[config.mk]
export PLATFORM = sky130hd
export DESIGN_NAME = psd_front
export DESIGN_NICKNAME = d
export VERILOG_FILES = /design/src/rtl/psd_pkg.sv /design/src/rtl/psd_front.sv
export SDC_FILE = /design/constraint.sdc
export NUM_CORES = 2
export LEC_CHECK = 0
export BUFFER_PORTS_ARGS = -buffer_cell sky130_fd_sc_hd__buf_2
export CORE_ASPECT_RATIO = 0.7
export CORE_MARGIN = 2
export CORE_UTILIZATION = 45
export DETAILED_ROUTE_END_ITERATION = 10
export PLACE_DENSITY_LB_ADDON = 0.3
export SLEW_MARGIN = 20
export SYNTH_ARGS = -nofsm -noshare
export SYNTH_HDL_FRONTEND = slang
export SYNTH_SLANG_ARGS = --single-unit
[constraint.sdc]
create_clock -name i_clk -period 6.8 [get_ports i_clk]
set_input_delay 0.68 -clock i_clk [delete_from_list [all_inputs] [get_ports i_clk]]
set_output_delay 0.68 -clock i_clk [all_outputs]
set_load 0.01 [all_outputs]
[src/rtl/psd_pkg.sv]
package psd_pkg;

    localparam int CW    = 16;             // coordinate width
    localparam int PF    = 16;             // projection parameter fraction bits
    localparam int DF    = 8;              // distance fraction bits
    localparam int DISTW = 25;

    localparam int DW    = CW + 1;         // coordinate difference
    localparam int PW    = 2 * DW;         // product of two differences
    localparam int DOTW  = PW + 1;
    localparam int LW    = PW;             // squared length
    localparam int EW    = CW + PF + 3;    // signed error component
    localparam int EM    = EW - 1;         // error magnitude
    localparam int H     = (EM + 1) / 2;   // low half of a split square
    localparam int EHW   = EM - H;
    localparam int SQW   = 2 * EM + 1;
    localparam int SH    = 2 * (PF - DF);
    localparam int SW    = SQW - SH;       // root operand
    localparam int RW    = (SW + 1) / 2;

    localparam logic [1:0] REG_START    = 2'd0;
    localparam logic [1:0] REG_END      = 2'd1;
    localparam logic [1:0] REG_INTERIOR = 2'd2;

    typedef struct packed {
        logic signed [CW-1:0] seg_start_x;
        logic signed [CW-1:0] seg_start_y;
        logic signed [CW-1:0] seg_end_x;
        logic signed [CW-1:0] seg_end_y;
        logic signed [CW-1:0] point_x;
        logic signed [CW-1:0] point_y;
    } t_in;

    typedef struct packed {
        logic [DISTW-1:0] distance;
        logic [1:0]       nearest_region;
    } t_out;

    typedef struct packed {
        logic [1:0]           region;
        logic                 eq;
        logic signed [DW-1:0] a;
        logic signed [DW-1:0] b;
        logic signed [DW-1:0] c;
        logic signed [DW-1:0] d;
        logic signed [DW-1:0] pex;
        logic signed [DW-1:0] pey;
        logic [LW-1:0]        dot;
        logic [LW-1:0]        len;
    } t_mid;

endpackage

[src/rtl/psd_front.sv]
module psd_front
    import psd_pkg::*;
(
    input  logic i_clk,
    input  logic i_rst_n,
    input  logic i_valid,
    input  t_in  i_item,
    output logic o_valid,
    output t_mid o_mid
);

    logic                 r_v1, r_v2, r_v3;
    logic signed [DW-1:0] r_a, r_b, r_c, r_d, r_pex, r_pey;
    logic signed [DW-1:0] r2_a, r2_b, r2_c, r2_d, r2_pex, r2_pey;
    logic signed [PW-1:0] r_ac, r_bd, r_cc, r_dd;
    t_mid                 r_mid, n_mid;
    logic signed [DOTW-1:0] dot;
    logic [LW-1:0]          len;

    function automatic logic signed [DW-1:0] diff(input logic signed [CW-1:0] p,
                                                  input logic signed [CW-1:0] q);
        return {p[CW-1], p} - {q[CW-1], q};
    endfunction

    always_ff @(posedge i_clk) begin
        r_a   <= diff(i_item.point_x, i_item.seg_start_x);
        r_b   <= diff(i_item.point_y, i_item.seg_start_y);
        r_c   <= diff(i_item.seg_end_x, i_item.seg_start_x);
        r_d   <= diff(i_item.seg_end_y, i_item.seg_start_y);
        r_pex <= diff(i_item.point_x, i_item.seg_end_x);
        r_pey <= diff(i_item.point_y, i_item.seg_end_y);

        r_ac   <= PW'(r_a) * PW'(r_c);
        r_bd   <= PW'(r_b) * PW'(r_d);
        r_cc   <= PW'(r_c) * PW'(r_c);
        r_dd   <= PW'(r_d) * PW'(r_d);
        r2_a   <= r_a;
        r2_b   <= r_b;
        r2_c   <= r_c;
        r2_d   <= r_d;
        r2_pex <= r_pex;
        r2_pey <= r_pey;

        r_mid <= n_mid;
    end

    always_comb begin
        dot = {r_ac[PW-1], r_ac} + {r_bd[PW-1], r_bd};
        len = r_cc[LW-1:0] + r_dd[LW-1:0];
        n_mid.a   = r2_a;
        n_mid.b   = r2_b;
        n_mid.c   = r2_c;
        n_mid.d   = r2_d;
        n_mid.pex = r2_pex;
        n_mid.pey = r2_pey;
        n_mid.dot = dot[LW-1:0];
        n_mid.len = len;
        n_mid.eq  = !dot[DOTW-1] && (dot[LW-1:0] == len);
        if (len == '0 || dot[DOTW-1]) begin
            n_mid.region = REG_START;
        end else if (dot[LW-1:0] > len) begin
            n_mid.region = REG_END;
        end else begin
            n_mid.region = REG_INTERIOR;
        end
    end

    always_ff @(posedge i_clk) begin
        if (!i_rst_n) begin
            r_v1 <= 1'b0;
            r_v2 <= 1'b0;
            r_v3 <= 1'b0;
        end else begin
            r_v1 <= i_valid;
            r_v2 <= r_v1;
            r_v3 <= r_v2;
        end
    end

    assign o_valid = r_v3;
    assign o_mid   = r_mid;

endmodule

### After elaboration in Yosys (flattened, before gate mapping)

Index checks and enable logic that the tools add are counted.

| word-level totals | value |
|---|---|
| register bits | 516 |
| latch bits | 0 |
| RAM bits | 0 |
| memory bits (read-only) | 0 |
| input bits | 99 |
| output and inout bits | 174 |
| memories | 0 |

| operators by class | value |
|---|---|
| $add $sub $neg | 8 |
| multipliers | 4 |
| div/mod/pow operators | 0 |
| magnitude comparators | 1 |
| eq/ne operators | 1 |
| shifts and indexed selects | 0 |
| mux-type cells | 1 |
| bitwise gates (word level) | 0 |
| reduce and logical (&&, ||, !) cells | 4 |

Operator list:

| operator | count |
|---|---|
| 17-bit by 17-bit multiplier with 34-bit output | 4 |
| 16-bit by 16-bit subtractor with 17-bit output | 6 |
| 34-bit by 34-bit adder with 35-bit output | 1 |
| 34-bit adder | 1 |
| 34-bit equality test | 1 |
| 34-bit > comparator | 1 |
| 34-bit zero test | 1 |
| 2-bit 2-to-1 mux | 1 |
| 1-bit logical AND | 1 |
| 1-bit zero test | 1 |
| 1-bit logical OR | 1 |

### Longest topological paths before layout

| depth | value |
|---|---|
| depth in word-level cells | 3 |
| depth in mapped cells | 27 |
| mapped depth without buffers | 26 |

### Least setup slack after synthesis

Ideal clock, no wire load.

| path | value |
|---|---|
| path kind | flip-flop to flip-flop |
| start point | register r_c[10] |
| end point | register r_cc[33] |
| library setup time | 0.073 ns |
| arrival | 6.599 ns |
| data required time | 6.727 ns |
| setup slack | 0.128 ns |
| cell stages (with the launch flop) | 26 |
| path through | dfxtp_1 -> clkbuf_1 -> clkbuf_1 -> nand2_1 -> fa_1 -> inv_1 -> fa_1 -> inv_1 -> fa_1 -> inv_1 -> fa_1 -> fa_1 -> inv_1 -> fa_1 -> inv_1 -> ha_1 -> and3_1 -> and3_4 -> a32o_1 -> a41o_1 -> nand4_2 -> a21oi_2 -> o41a_1 -> a211o_1 -> a2111o_1 -> o211ai_2 |

| on the way | value |
|---|---|
| cells in the longest elaborated chain, start to end | 1 |

Ends and longest elaborated chain:

| item | line | source |
|---|---|---|
| start: declaration | psd_front.sv:13 | `logic signed [DW-1:0] r_a, r_b, r_c, r_d, r_pex, r_pey;` |
| start signal: assignment | psd_front.sv:28 | `r_c <= diff(i_item.seg_end_x, i_item.seg_start_x);` |
| 17-bit by 17-bit multiplier with 34-bit output | psd_front.sv:35 | `r_cc <= PW'(r_c) * PW'(r_c);` |
| end signal: assignment | psd_front.sv:35 |  |
| end: declaration | psd_front.sv:15 | `logic signed [PW-1:0] r_ac, r_bd, r_cc, r_dd;` |

Every way passes these cells.
A chain may end at the register's enable or synchronous reset.

### Final worst setup path

| path | value |
|---|---|
| start point | register r_c[5] |
| end point | register r_cc[33] |

The elaborated chain is that of the path after synthesis.

==> out/qor.csv <==
metric;value;unit
mostFrequentLayoutCells;1,470 x inv_1, 1,128 x fa_1, 550 x ha_1;
grt_overflow;0;
hold_viol_final;0;
ctsHtreeMaxLevel;2;
cts_hold_buf;0;
multiInputGateArea;44000;um^2
rows;112;
outcome;completed;
root_buffer;clkbuf_16;
syn-cell-area;60200;um^2
die_width;441;um
finalSetupViolations;0;
cts.sink_count;512;
fin_setup_tns;0;ns
die_h;310;um
relSlewSlack;36.8;%
track_usage;22.3;%
synth_fp_nets;8075;
tritoncts.num_buffers;59;
drc_errors;0;
crit_fanout;15;
ant_nets;0;
synth-seq-area-share;17.0;%
avgViaCountPerCell;5.00;
ys_warn_count;0;
die_area;137000;um^2
clk_latency;0.71;ns
startpoint_type;flop;
grt_pass1_vias;43876;
areaGrowthSynthToFinish;12.3;%
dr.pass1.iters;5;
period_share;97.1;%
syn_avg_cell_area;9.56;um^2
wl_per_cell;17.2;um
dr.first_iter.drc_count;3034;
cts_tree;done;
ys_ff_latch;512;
utilization;50.8;%
synth_ff_type;dfxtp_1;
fmax;0.151;GHz
grt_first_pass_wirelength;239000;um
max-clock-path-buffers;3;
cp.arrival;7.22;ns
critPathKind;flop to flop;
netlist_instances;6292;
clkTransAtPathRegs;0.06;ns
layout.nets;8485;
synth-async-reset-ratio;0;%
hold_path_class;input port to flop;
routed_wl;147000;um
antenna_found_initial;4;
synth_edf_count;0;
gp_congestion;0.903;
final_common_cell;inv_1;
finalCriticalPeriod;6.60;ns
worstPathRequired;7.42;ns
detailed_place_hpwl;124000;um
drive_gt1_share;10.5;%
worstMarginPinSlew;0.938;ns
ff_latch_area;10300;um^2
vias;42581;
nFillCells;12180;
fin_skew;0.0294;ns
portBuffers;272;
start_util;45.3;%
io_pins;273;
endpoint_kind;flop;
grt_max_degree;37;
coreArea;133000;um^2
maxSlewViolCount;0;
ys_types;78;
cap_violations;0;
[synthesized netlist by cell type, drive strengths merged, types with 4 or more instances]
master | count | area [um^2]
o21a | 27 | 203
o31ai | 15 | 113
dfxtp | 512 | 10200
nand2 | 510 | 1910
nor3 | 59 | 295
ha | 554 | 6930
a211oi | 44 | 340
a211o | 19 | 166
o211ai | 13 | 103
nand3 | 58 | 290
a21oi | 186 | 935
a31oi | 13 | 81.3
inv | 1472 | 5530
nor4 | 8 | 56.3
nor2 | 261 | 980
a311oi | 5 | 43.8
or3 | 22 | 138
xor2 | 57 | 499
nor2b | 52 | 325
o2111ai | 5 | 43.8
o21bai | 12 | 90.1
mux2i | 5 | 50.1
fa | 1130 | 22600
or4 | 6 | 45.0
o31a | 9 | 78.8
a2111oi | 4 | 41.3
or2 | 17 | 106
nand3b | 4 | 30.0
o21ai | 140 | 701
and3 | 36 | 230
o311ai | 4 | 35.0
a21boi | 33 | 251
xnor2 | 200 | 1750
a31o | 15 | 131
nand4 | 28 | 181
nand2b | 45 | 282
a221oi | 5 | 43.8
and2 | 413 | 2580
clkbuf | 156 | 587
a21o | 91 | 683
[state kept, by name, indices dropped and copies added, names as in the netlist]
name,cells
r_dd,33
r_v1,1
r2_d,16
r_v2,1
o_mid,173
r2_b,17
r2_c,16
r_a,17
r_bd,34
r_c,17
r_d,17
r_ac,34
r2_pex,17
r2_pey,17
r_cc,33
r2_a,17
o_valid,1
r_b,17
r_pex,17
r_pey,17
[critical path, stage by stage, from the launching register on]
cell and delay [ns]:
dfxtp_2 0.39, buf_12 0.19, nand2_1 0.08, fa_1 0.50, inv_1 0.06, fa_1 0.51, inv_1 0.06, fa_1 0.54
inv_1 0.05, fa_1 0.45, fa_1 0.49, inv_1 0.05, fa_1 0.47, inv_1 0.04, ha_1 0.28, and3_1 0.20
and3_4 0.18, a32o_1 0.25, a41o_1 0.28, nand4_4 0.14, a21oi_2 0.09, o41a_1 0.39, a211o_1 0.35, a2111o_1 0.38
o211ai_2 0.08
[routing by layer]
metal | GRT usage, % | share of wire (%) | up-vias | routed length, um
li1 | - | - | 20014 | -
met1 | 34.0 | 47 | 21157 | 69600
met2 | 32.2 | 42 | 1273 | 61300
met3 | 4.76 | 8.6 | 135 | 12600
met4 | 4.98 | 2.1 | 2 | 3110
met5 | 1.09 | 0.14 | - | 210
[through the flow]
| stage | setup slack (ns) | hold WS [ns] | instances | area [um^2] |
|---|---|---|---|---|
| 6_report | 0.198 | 0.169 | 8522 | 67600 |
| 5_1_grt | -0.0386 | 0.160 | 8519 | 67600 |
| 4_1_cts | 0.0106 | 0.110 | 8516 | 67300 |
| 3_5_place_dp | -0.128 | 0.312 | 8405 | 65200 |
| 3_3_place_gp | -0.0188 | 0.310 | 8405 | 65200 |
| 2_1_floorplan | 0.128 | 0.310 | 6292 | 60200 |
[final timing paths]
kind             from         to  slack (ns)  cells past startpoint
min reg2reg  r_pex[7]  r2_pex[7]        0.31                      0
max            r_c[5]   r_cc[33]        0.20                     24
max reg2reg    r_c[5]   r_cc[33]        0.20                     24
min           i_valid       r_v1        0.17                      2
[timing repair]
item                       in CTS  in global routing
pin swaps                       0                  6
resized for setup               4                 67
setup endpoints to repair      12                 20
setup buffers                   0                  2
cloned                          0                  1
[layout make-up]
type                       instances  share of cell area (%)
antenna                            3                  0.0111
clock buffer                      73                    2.44
clock inverter                    38                   0.687
inverter                        1473                    8.18
multi-input combinational       4149                    65.1
sequential                       512                    15.2
tap                             1767                    3.27
timing repair buffer             507                    5.09
[cells by family (layout without fill, tap and decap cells)]
group / count (synthesis) / after routing / synth area share [%]
XOR/XNOR: 257 / 257 / 3.74
adder cells (fa/ha/maj): 1684 / 1684 / 49.1
buffers and inverters: 1631 / 2091 / 10.2
other: 0 / 3 / 0
AO/OA/AOI/OAI: 677 / 677 / 7.37
multiplexers: 5 / 5 / 0.0832
flip-flops: 512 / 512 / 17.0
AND/OR/NAND/NOR: 1526 / 1526 / 12.5
Power is not shown: default switching activity piles up to over one toggle a cycle in this logic, so the estimate is an artifact.
