<file path="config.mk">
export PLATFORM = sky130hd
export DESIGN_NAME = psd_fifo
export DESIGN_NICKNAME = d
export VERILOG_FILES = /design/src/rtl/psd_fifo.sv
export SDC_FILE = /design/constraint.sdc
export NUM_CORES = 1
export LEC_CHECK = 0
export BUFFER_PORTS_ARGS = -buffer_cell sky130_fd_sc_hd__buf_2
export CORE_ASPECT_RATIO = 1.4
export CORE_MARGIN = 4
export CORE_UTILIZATION = 55
export CTS_CLUSTER_SIZE = 30
export DETAILED_ROUTE_END_ITERATION = 10
export HOLD_SLACK_MARGIN = 0.06
export PLACE_DENSITY_LB_ADDON = 0.05
export REMOVE_ABC_BUFFERS = 1
export SYNTH_ARGS = -nofsm -noshare
export SYNTH_HDL_FRONTEND = slang
export SYNTH_SLANG_ARGS = --single-unit
export TNS_END_PERCENT = 20
</file>
<file path="constraint.sdc">
create_clock -name i_clk -period 5.5 [get_ports i_clk]
set_clock_uncertainty 0.15 [all_clocks]
set_input_delay 0.55 -clock i_clk [delete_from_list [all_inputs] [get_ports i_clk]]
set_output_delay 0.55 -clock i_clk [all_outputs]
set_load 0.01 [all_outputs]
</file>
<file path="src/rtl/psd_fifo.sv">
module psd_fifo #(
    parameter int W  = 8,
    parameter int AW = 2
) (
    input  logic         i_clk,
    input  logic         i_rst_n,
    input  logic         i_push,
    input  logic [W-1:0] i_data,
    output logic         o_full,
    input  logic         i_pop,
    output logic [W-1:0] o_data,
    output logic         o_empty
);

    localparam int D = 2 ** AW;

    logic [W-1:0] r_mem [D];
    logic [AW-1:0] r_wp, r_rp;
    logic [AW:0]   r_cnt;
    logic          wr, rd;

    assign o_full  = r_cnt == (AW+1)'(D);
    assign o_empty = r_cnt == '0;
    assign wr      = i_push && !o_full;
    assign rd      = i_pop && !o_empty;
    assign o_data  = r_mem[r_rp];

    always_ff @(posedge i_clk) begin
        if (wr) begin
            r_mem[r_wp] <= i_data;
        end
    end

    always_ff @(posedge i_clk) begin
        if (!i_rst_n) begin
            r_wp  <= '0;
            r_rp  <= '0;
            r_cnt <= '0;
        end else begin
            if (wr) begin
                r_wp <= r_wp + 1'b1;
            end
            if (rd) begin
                r_rp <= r_rp + 1'b1;
            end
            if (wr && !rd) begin
                r_cnt <= r_cnt + 1'b1;
            end else if (rd && !wr) begin
                r_cnt <= r_cnt - 1'b1;
            end
        end
    end

endmodule

</file>
Word-level counts from Yosys, hierarchy flattened. Memory sizes are Yosys's and may differ from the RTL's. A register that Yosys moved wholly into a read port is not among the register bits. Cells that the tools add are included.

Bits in registers: 7. Memory bits (writable): 32. Output and inout bits: 10. Logic and storage cells: 25. Memories: 1.

Add/subtract/negate cells: 4. Equality and inequality tests: 1. Mux-type cells: 6. Reduce and logical (&&, ||, !) cells: 10.

Memories: r_mem (words 4, bits a word 8, rd ports 1, clocked after memory_dff 1, wr ports 1, RTL line 17) `logic [W-1:0] r_mem [D];`.

Operator list (number): 2-to-1 mux 3 bit (2); adder 2 x 1 -> 2 bit (second input constant) (2); logical AND 1 bit (4); zero test 1 bit (4); 2-to-1 mux 2 bit (2); adder 3 x 1 -> 3 bit (second input constant) (1); equality test 3 bit (second input constant) (1); zero test 3 bit (1); subtractor 3 x 1 -> 3 bit (second input constant) (1); 2-to-1 mux 1 bit (2); nonzero test 2 bit (1).

Logic depth before layout (Yosys ltp). Gate-level depths: netlist of run 1.

Depth in word-level cells: 7. Depth in mapped cells: 9. Depth with buffers taken out: 8.

Least setup slack after synthesis of run 1. OpenSTA, ideal clock, no wires.

Path kind: reg2reg. Start point: reg r_cnt[0]. End point: reg r_cnt[2]. Arrival: 1.966 ns. Data required time: 5.280 ns. Path slack: 3.314 ns. Cell stages (with the launch flop): 10. Path buffers: 1. Cells stage by stage: dfxtp_1 > nor3b_2 > nor2b_1 > buf_6 > ha_1 > inv_1 > fa_1 > xor2_1 > or3_1 > a21boi_1.

Word-level cells in the longest chain between the ends: 6.

Ends and longest elaborated chain: from (decl) (RTL line 19) `logic [AW:0] r_cnt;`; from (signal assigned) (RTL line 47) `r_cnt <= r_cnt + 1'b1;`; from (signal assigned) (RTL line 49) `r_cnt <= r_cnt - 1'b1;`; equality test 3 bit (*) (RTL line 22) `assign o_full = r_cnt == (AW+1)'(D);`; net o_full (RTL line 9) `output logic o_full,`; zero test 1 bit (*) (RTL line 24) `assign wr = i_push && !o_full;`; logical AND 1 bit (*) (RTL line 24); net wr (RTL line 20) `logic wr, rd;`; zero test 1 bit (RTL line 48) `end else if (rd && !wr) begin`; logical AND 1 bit (RTL line 48); nonzero test 2 bit (no line).

Mark *: on every way through the listed nets, which the timed path passes. The rest lies on a longest branch. The select of a mux whose other input is x is not followed. A chain may end at the register's enable or synchronous reset.

Worst setup path after layout of run 1.
Start point: reg r_cnt[0]. End point: reg r_cnt[2].

Word-level cells in the longest chain between the ends: 6.

Ends and longest elaborated chain: branches (longest 6 deep; another with subtractor 3 x 1 -> 3 bit).

Several ways; the timed one is not identified. The select of a mux whose other input is x is not followed.

==> results.cfg, run 1 <==
[clock_network]
ctsResizeCount = 0
numCtsBuffers = 5
clkTransAtPathRegs_ns = 0.08
cts_tree = built
clkLatencyLatePin_ns = 0.29
htreeDepth = 2
cts.path.max_buffers = 2
clkSinkCount = 41
postCtsHoldBufs = 0
clockRootBuffer = clkbuf_8
postCtsSetupBuffers = 0

[critical_path]
crit_path_end_kind = flop
reg2reg_slack_ns = 3.01
path_cells = nor3b_2, nor2b_1, ha_1, inv_1, fa_1, xor2_1, or3_1, a21boi_1
worst_ep_required_time_ns = 5.58
critPathKind = reg -> reg
path_delay_family = simple AND/OR/NAND/NOR gates
crit_fanout = 7
slowest_stage = dfxtp_1
critPathMaxStageDelay_ns = 0.50
startpoint_type = flop
worstPathArrival_ns = 2.56
crit_buf_inv = 1

[die]
die_w_um = 54.1
start_util_pct = 57.5
rows = 23
ioPinCount = 22
die_area_um2 = 3930
die_y_um = 72.6
core_area_um2 = 2850

[synthesis]
postSynthAreaPerCell_um2 = 18.2
synth.yosys.seq_area_share_pct = 69.6
syn-cell-area_um2 = 1640
synth_cell_types = 23
synth-async-reset-ratio_pct = 0
synthCells = 90
ys_top_cells_by_area = edfxtp_1 (59%), dfxtp_1 (11%), mux4_2 (11%)
yosys_register_bits = 41
synth_edf_count = 32
ys.flop_type = edfxtp_1
yosys_warnings = 0
yosysTopAreaCell = edfxtp_1
synth.top_cell.area_share_pct = 58.6

[timing]
maxSlewViolCount = 0
tns_ns = 0
tightestPinTransition_ns = 0.554
layout_min_cycle_time_ns = 2.49
finalHoldViolCount = 0
min_period_over_period_pct = 45.2
rsz0062_at_grt = false
setup_viol = 0
holdWs_ns = 0.316
fmax_mhz = 402
slew_headroom_pct = 63.0

[placed_design]
gp_congestion = 0.722
place_area_um2 = 1770
hpwl_mm = 1.69
port_buffers = 21

[global_route]
grt_overflow = 0
grt_start_max_net_pins = 15
grt_usage_pct = 14.8
grt_pass1_vias = 827
antenna_found_initial = 0
grt_pass1_wl_mm = 3.86

[pwr]
irDropWorstVdd_mv = 0.327
finalPower_uw = 862
cellLeakagePower_uw = 0.000680
power.density_nw_per_um2 = 458

[final_layout]
final_area_um2 = 1880
antenna_cells = 0
syn2layout_area_growth_pct = 14.8
final_nets = 132
drive_above_1_share_pct = 33.9
nFillCells = 202

[status]
status = finished, final reports clean

[hold_path]
hold_path_class = in -> reg

[route]
route.detailed.drc = 0
drt_first_iter_violations = 27
wl_per_cell_um = 15.1
drt_pass1_iterations = 4
wl_mm = 2.29
via_per_inst = 5.32
ant_nets = 0
vias = 809

[job]
cap_violations = 0
-- through the flow --
| step | instances | util, % | setup WS (ns) |
|---|---|---|---|
| after floorplan | 86 | - | 3.19 |
| after global placement | 144 | 62.0 | 3.02 |
| after detailed placement | 144 | 62.0 | 2.92 |
| after CTS | 152 | 66.1 | 2.97 |
| after global routing | 152 | 66.1 | 2.83 |
| final | 152 | 66.1 | 3.01 |
-- registers in the layout, indices dropped and copies added (netlist names), named ones only --
register  count
r_rp          2
r_mem        32
r_wp          2
r_cnt         3
-- power breakdown --
| part | internal [uW] | switching [uW] |
|---|---|---|
| sequential | 381 | 45.3 |
| combinational | 113 | 86.7 |
| clock | 136 | 101 |
| total | 630 | 233 |
-- cell usage after synthesis, drive strengths merged, types with 2 or more instances --
master  number
nand2        4
edfxtp      32
dfxtp        9
and2         8
mux2i        3
buf          3
xnor2        3
nor2b        2
inv          3
ha           5
mux4         8
-- placed cells by master (no fill, tap or decap), types with 2 or more instances in the layout --
cell type and instances:
ha_1 5, nand2_1 4, nor2b_1 2, edfxtp_1 32, buf_2 21, dfxtp_1 9
xnor2_1 3, and2_1 8, mux4_2 8, inv_1 3, clkbuf_8 5, mux2i_1 3
-- metal layers --
layer | vias up | wire (um) | GRT usage (%)
met1 | 391 | 787 | 15.0
met4 | 0 | 68 | 9.14
li1 | 383 | - | -
met3 | 8 | 187 | 6.54
met5 | - | 0 | 0
met2 | 27 | 1250 | 24.1
-- worst register-to-register path: stages (launching register included) --
cell,delay [ns]
dfxtp_1,0.50
nor3b_2,0.09
nor2b_1,0.40
ha_1,0.27
inv_1,0.06
fa_1,0.37
xor2_1,0.15
or3_1,0.30
a21boi_1,0.13
-- cell type report --
cell class,count,area (um2),area share [%]
clock buffers,5,68.8,3.66
clock inverters,3,46.3,2.46
inverters,3,11.3,0.598
multi-input cells,42,463,24.6
flip-flops and latches,41,1140,60.6
well taps,37,46.3,2.46
repair buffers,21,105,5.59
-- cell families after synthesis --
kind of cell / count (synthesis) / share of synthesized area [%]
AOI/OAI and AO/OA: 4 / 2.06
adders and majority gates: 6 / 5.04
buffers and inverters: 7 / 2.14
and+or+nand+nor: 17 / 6.18
xor gates and xnor gates: 4 / 2.14
DFF: 41 / 69.6
muxes: 11 / 12.8
-- path summary, 6_finish.rpt --
kind	start	end	depth (start not counted)
worst max register to register	r_cnt[0]$_SDFFE_PN0P_	r_cnt[2]$_SDFFE_PN0P_	8
worst min-delay path	i_data[2]	r_mem[0][2]$_DFFE_PP_	1
worst max-delay path	r_cnt[0]$_SDFFE_PN0P_	r_cnt[2]$_SDFFE_PN0P_	8
worst min register to register	r_wp[0]$_SDFFE_PN0P_	r_wp[0]$_SDFFE_PN0P_	2
Power figures use the tool's default switching activity.
==> inputs of run 2 (changes only) <==
--- a/config.mk
+++ b/config.mk
@@ -8,7 +8,7 @@
 export BUFFER_PORTS_ARGS = -buffer_cell sky130_fd_sc_hd__buf_2
 export CORE_ASPECT_RATIO = 1.4
 export CORE_MARGIN = 4
-export CORE_UTILIZATION = 55
+export CORE_UTILIZATION = 50
 export CTS_CLUSTER_SIZE = 30
 export DETAILED_ROUTE_END_ITERATION = 10
 export HOLD_SLACK_MARGIN = 0.06
==> constraint.sdc (replaced) <==
create_clock -name i_clk -period 2.1 [get_ports i_clk]
set_clock_uncertainty 0.15 [all_clocks]
set_input_delay 0.21 -clock i_clk [delete_from_list [all_inputs] [get_ports i_clk]]
set_output_delay 0.21 -clock i_clk [all_outputs]
set_load 0.01 [all_outputs]
==> run 2 against run 1 <==
Non-clock buffer count grew 18. Maximum frequency grew 20%. Final area grew 9.2%. Cell count grew 13%. Total power grew to 2.7 times the previous value. Critical path depth is the same. Utilization shrank 0.27 points. Routed wire length grew 11%. Critical endpoint unchanged. Sequential cell count is the same. First-iteration DRC count shrank 37%. Clock-buffer cell count grew 3.
==> results.cfg, run 2 (same netlist as run 1, synthesis figures left out) <==
[die]
rows = 24
die_w_um = 56.4
core_area_um2 = 3120
start_util_pct = 52.5
die_area_um2 = 4270
ioPinCount = 22
die_y_um = 75.7

[timing]
finalHoldViolCount = 0
tightestPinTransition_ns = 0.427
tns_ns = 0
maxSlewViolCount = 0
holdWs_ns = 0.0989
slew_headroom_pct = 71.5
layout_min_cycle_time_ns = 2.07
fmax_mhz = 483
rsz0062_at_grt = true
setup_viol = 0
min_period_over_period_pct = 98.7

[status]
status = finished, final reports clean

[route]
drt_pass1_iterations = 3
wl_per_cell_um = 14.8
route.detailed.drc = 0
vias = 852
via_per_inst = 4.95
wl_mm = 2.55
ant_nets = 0
drt_first_iter_violations = 17

[critical_path]
crit_fanout = 5
worstPathArrival_ns = 2.13
startpoint_type = flop
critPathMaxStageDelay_ns = 0.36
crit_path_end_kind = flop
worst_ep_required_time_ns = 2.16
slowest_stage = dfxtp_4
path_cells = nor3b_2, nor2b_1, ha_2, inv_1, fa_2, xor2_1, or3_1, a21boi_1
critPathKind = reg -> reg

[clock_network]
htreeDepth = 2
clockRootBuffer = clkbuf_8
cts_tree = built
cts.path.max_buffers = 2
clkSinkCount = 41
clkTransAtPathRegs_ns = 0.07
clkLatencyLatePin_ns = 0.28
numCtsBuffers = 5

[global_route]
grt_overflow = 0
grt_pass1_vias = 916
grt_pass1_wl_mm = 4.09
antenna_found_initial = 0
grt_start_max_net_pins = 13
grt_usage_pct = 13.3

[final_layout]
final_nets = 150
layout_commonest_cell = edfxtp_1
utilization_pct = 65.8
syn2layout_area_growth_pct = 25.3
drive_above_1_share_pct = 39.1
mostFrequentLayoutCells = edfxtp_1 (32), buf_2 (21), buf_4 (10)
largest-register = r_mem
largest_reg_flops = 32
antenna_cells = 0
final_area_um2 = 2050
reg.largest.list = r_mem (32), r_cnt (3)

[pwr]
irDropWorstVdd_mv = 0.887
cellLeakagePower_uw = 0.000765
power.density_nw_per_um2 = 1140

[placed_design]
gp_congestion = 0.684
place_area_um2 = 1810
port_buffers = 21
hpwl_mm = 1.83

[job]
cap_violations = 0

[hold_path]
hold_path_class = in -> reg
-- run 2: critical path, delay by kind of cell, from the launching register on --
| family | cells | cell delay (ns) |
|---|---|---|
| compound gates | 1 | 0.12 |
| flops | 1 | 0.36 |
| fa+ha+maj | 2 | 0.53 |
| xor+xnor | 1 | 0.16 |
| simple gates | 3 | 0.63 |
| buf+inv | 1 | 0.05 |
-- run 2: power breakdown --
group / leakage, uW / total [uW] / internal (uW) / switching [uW]
registers: 0.000368 / 1080 / 1000 / 75.4
logic: 0.000340 / 686 / 380 / 306
clock network: 0.0000566 / 576 / 339 / 237
total: 0.000765 / 2340 / 1720 / 618
-- run 2: worst paths after layout --
kind,start,end,slack [ns],cells after the start
worst min register to register,r_wp[0]$_SDFFE_PN0P_,r_wp[0]$_SDFFE_PN0P_,0.35,2
worst max-delay path,r_cnt[2]$_SDFFE_PN0P_,r_cnt[2]$_SDFFE_PN0P_,0.03,8
worst min-delay path,i_rst_n,r_wp[1]$_SDFFE_PN0P_,0.1,3
worst max register to register,r_cnt[2]$_SDFFE_PN0P_,r_cnt[2]$_SDFFE_PN0P_,0.03,8
-- run 2: metal layers --
| layer | GRT usage (%) | up-vias | routed length [um] |
|---|---|---|---|
| li1 | - | 417 | - |
| met1 | 12.9 | 409 | 956 |
| met2 | 25.6 | 21 | 1420 |
| met3 | 4.75 | 5 | 130 |
| met4 | 5.80 | 0 | 38 |
| met5 | 0 | - | 0 |
-- run 2: final cells by class --
type / instances / area (um2)
Clock buffer: 8 / 111
Timing Repair Buffer: 39 / 260
Multi-Input combinational cell: 42 / 477
Fill cell: 246 / 1070
Tap cell: 39 / 48.8
Sequential cell: 41 / 1150
Inverter: 3 / 11.3
-- run 2: through the flow --
stage | total power [uW] | setup slack [ns] | instances
2_1_floorplan | 1490 | -0.212 | 86
5_1_grt | 2480 | -0.0711 | 172
4_1_cts | 2380 | 0.0240 | 172
6_report | 2340 | 0.0281 | 172
3_5_place_dp | 1740 | -0.0233 | 152
3_3_place_gp | 1720 | 0.0531 | 152
-- run 2: repair_timing --
action / 4_1_cts / 5_1_grt
endpoints found under the setup margin: 1 / 1
setup buffers: 4 / 0
hold buffers: 8 / 0
endpoints found under the hold margin: 32 / 0
pin swaps: 2 / 1
resized for setup: 6 / 0
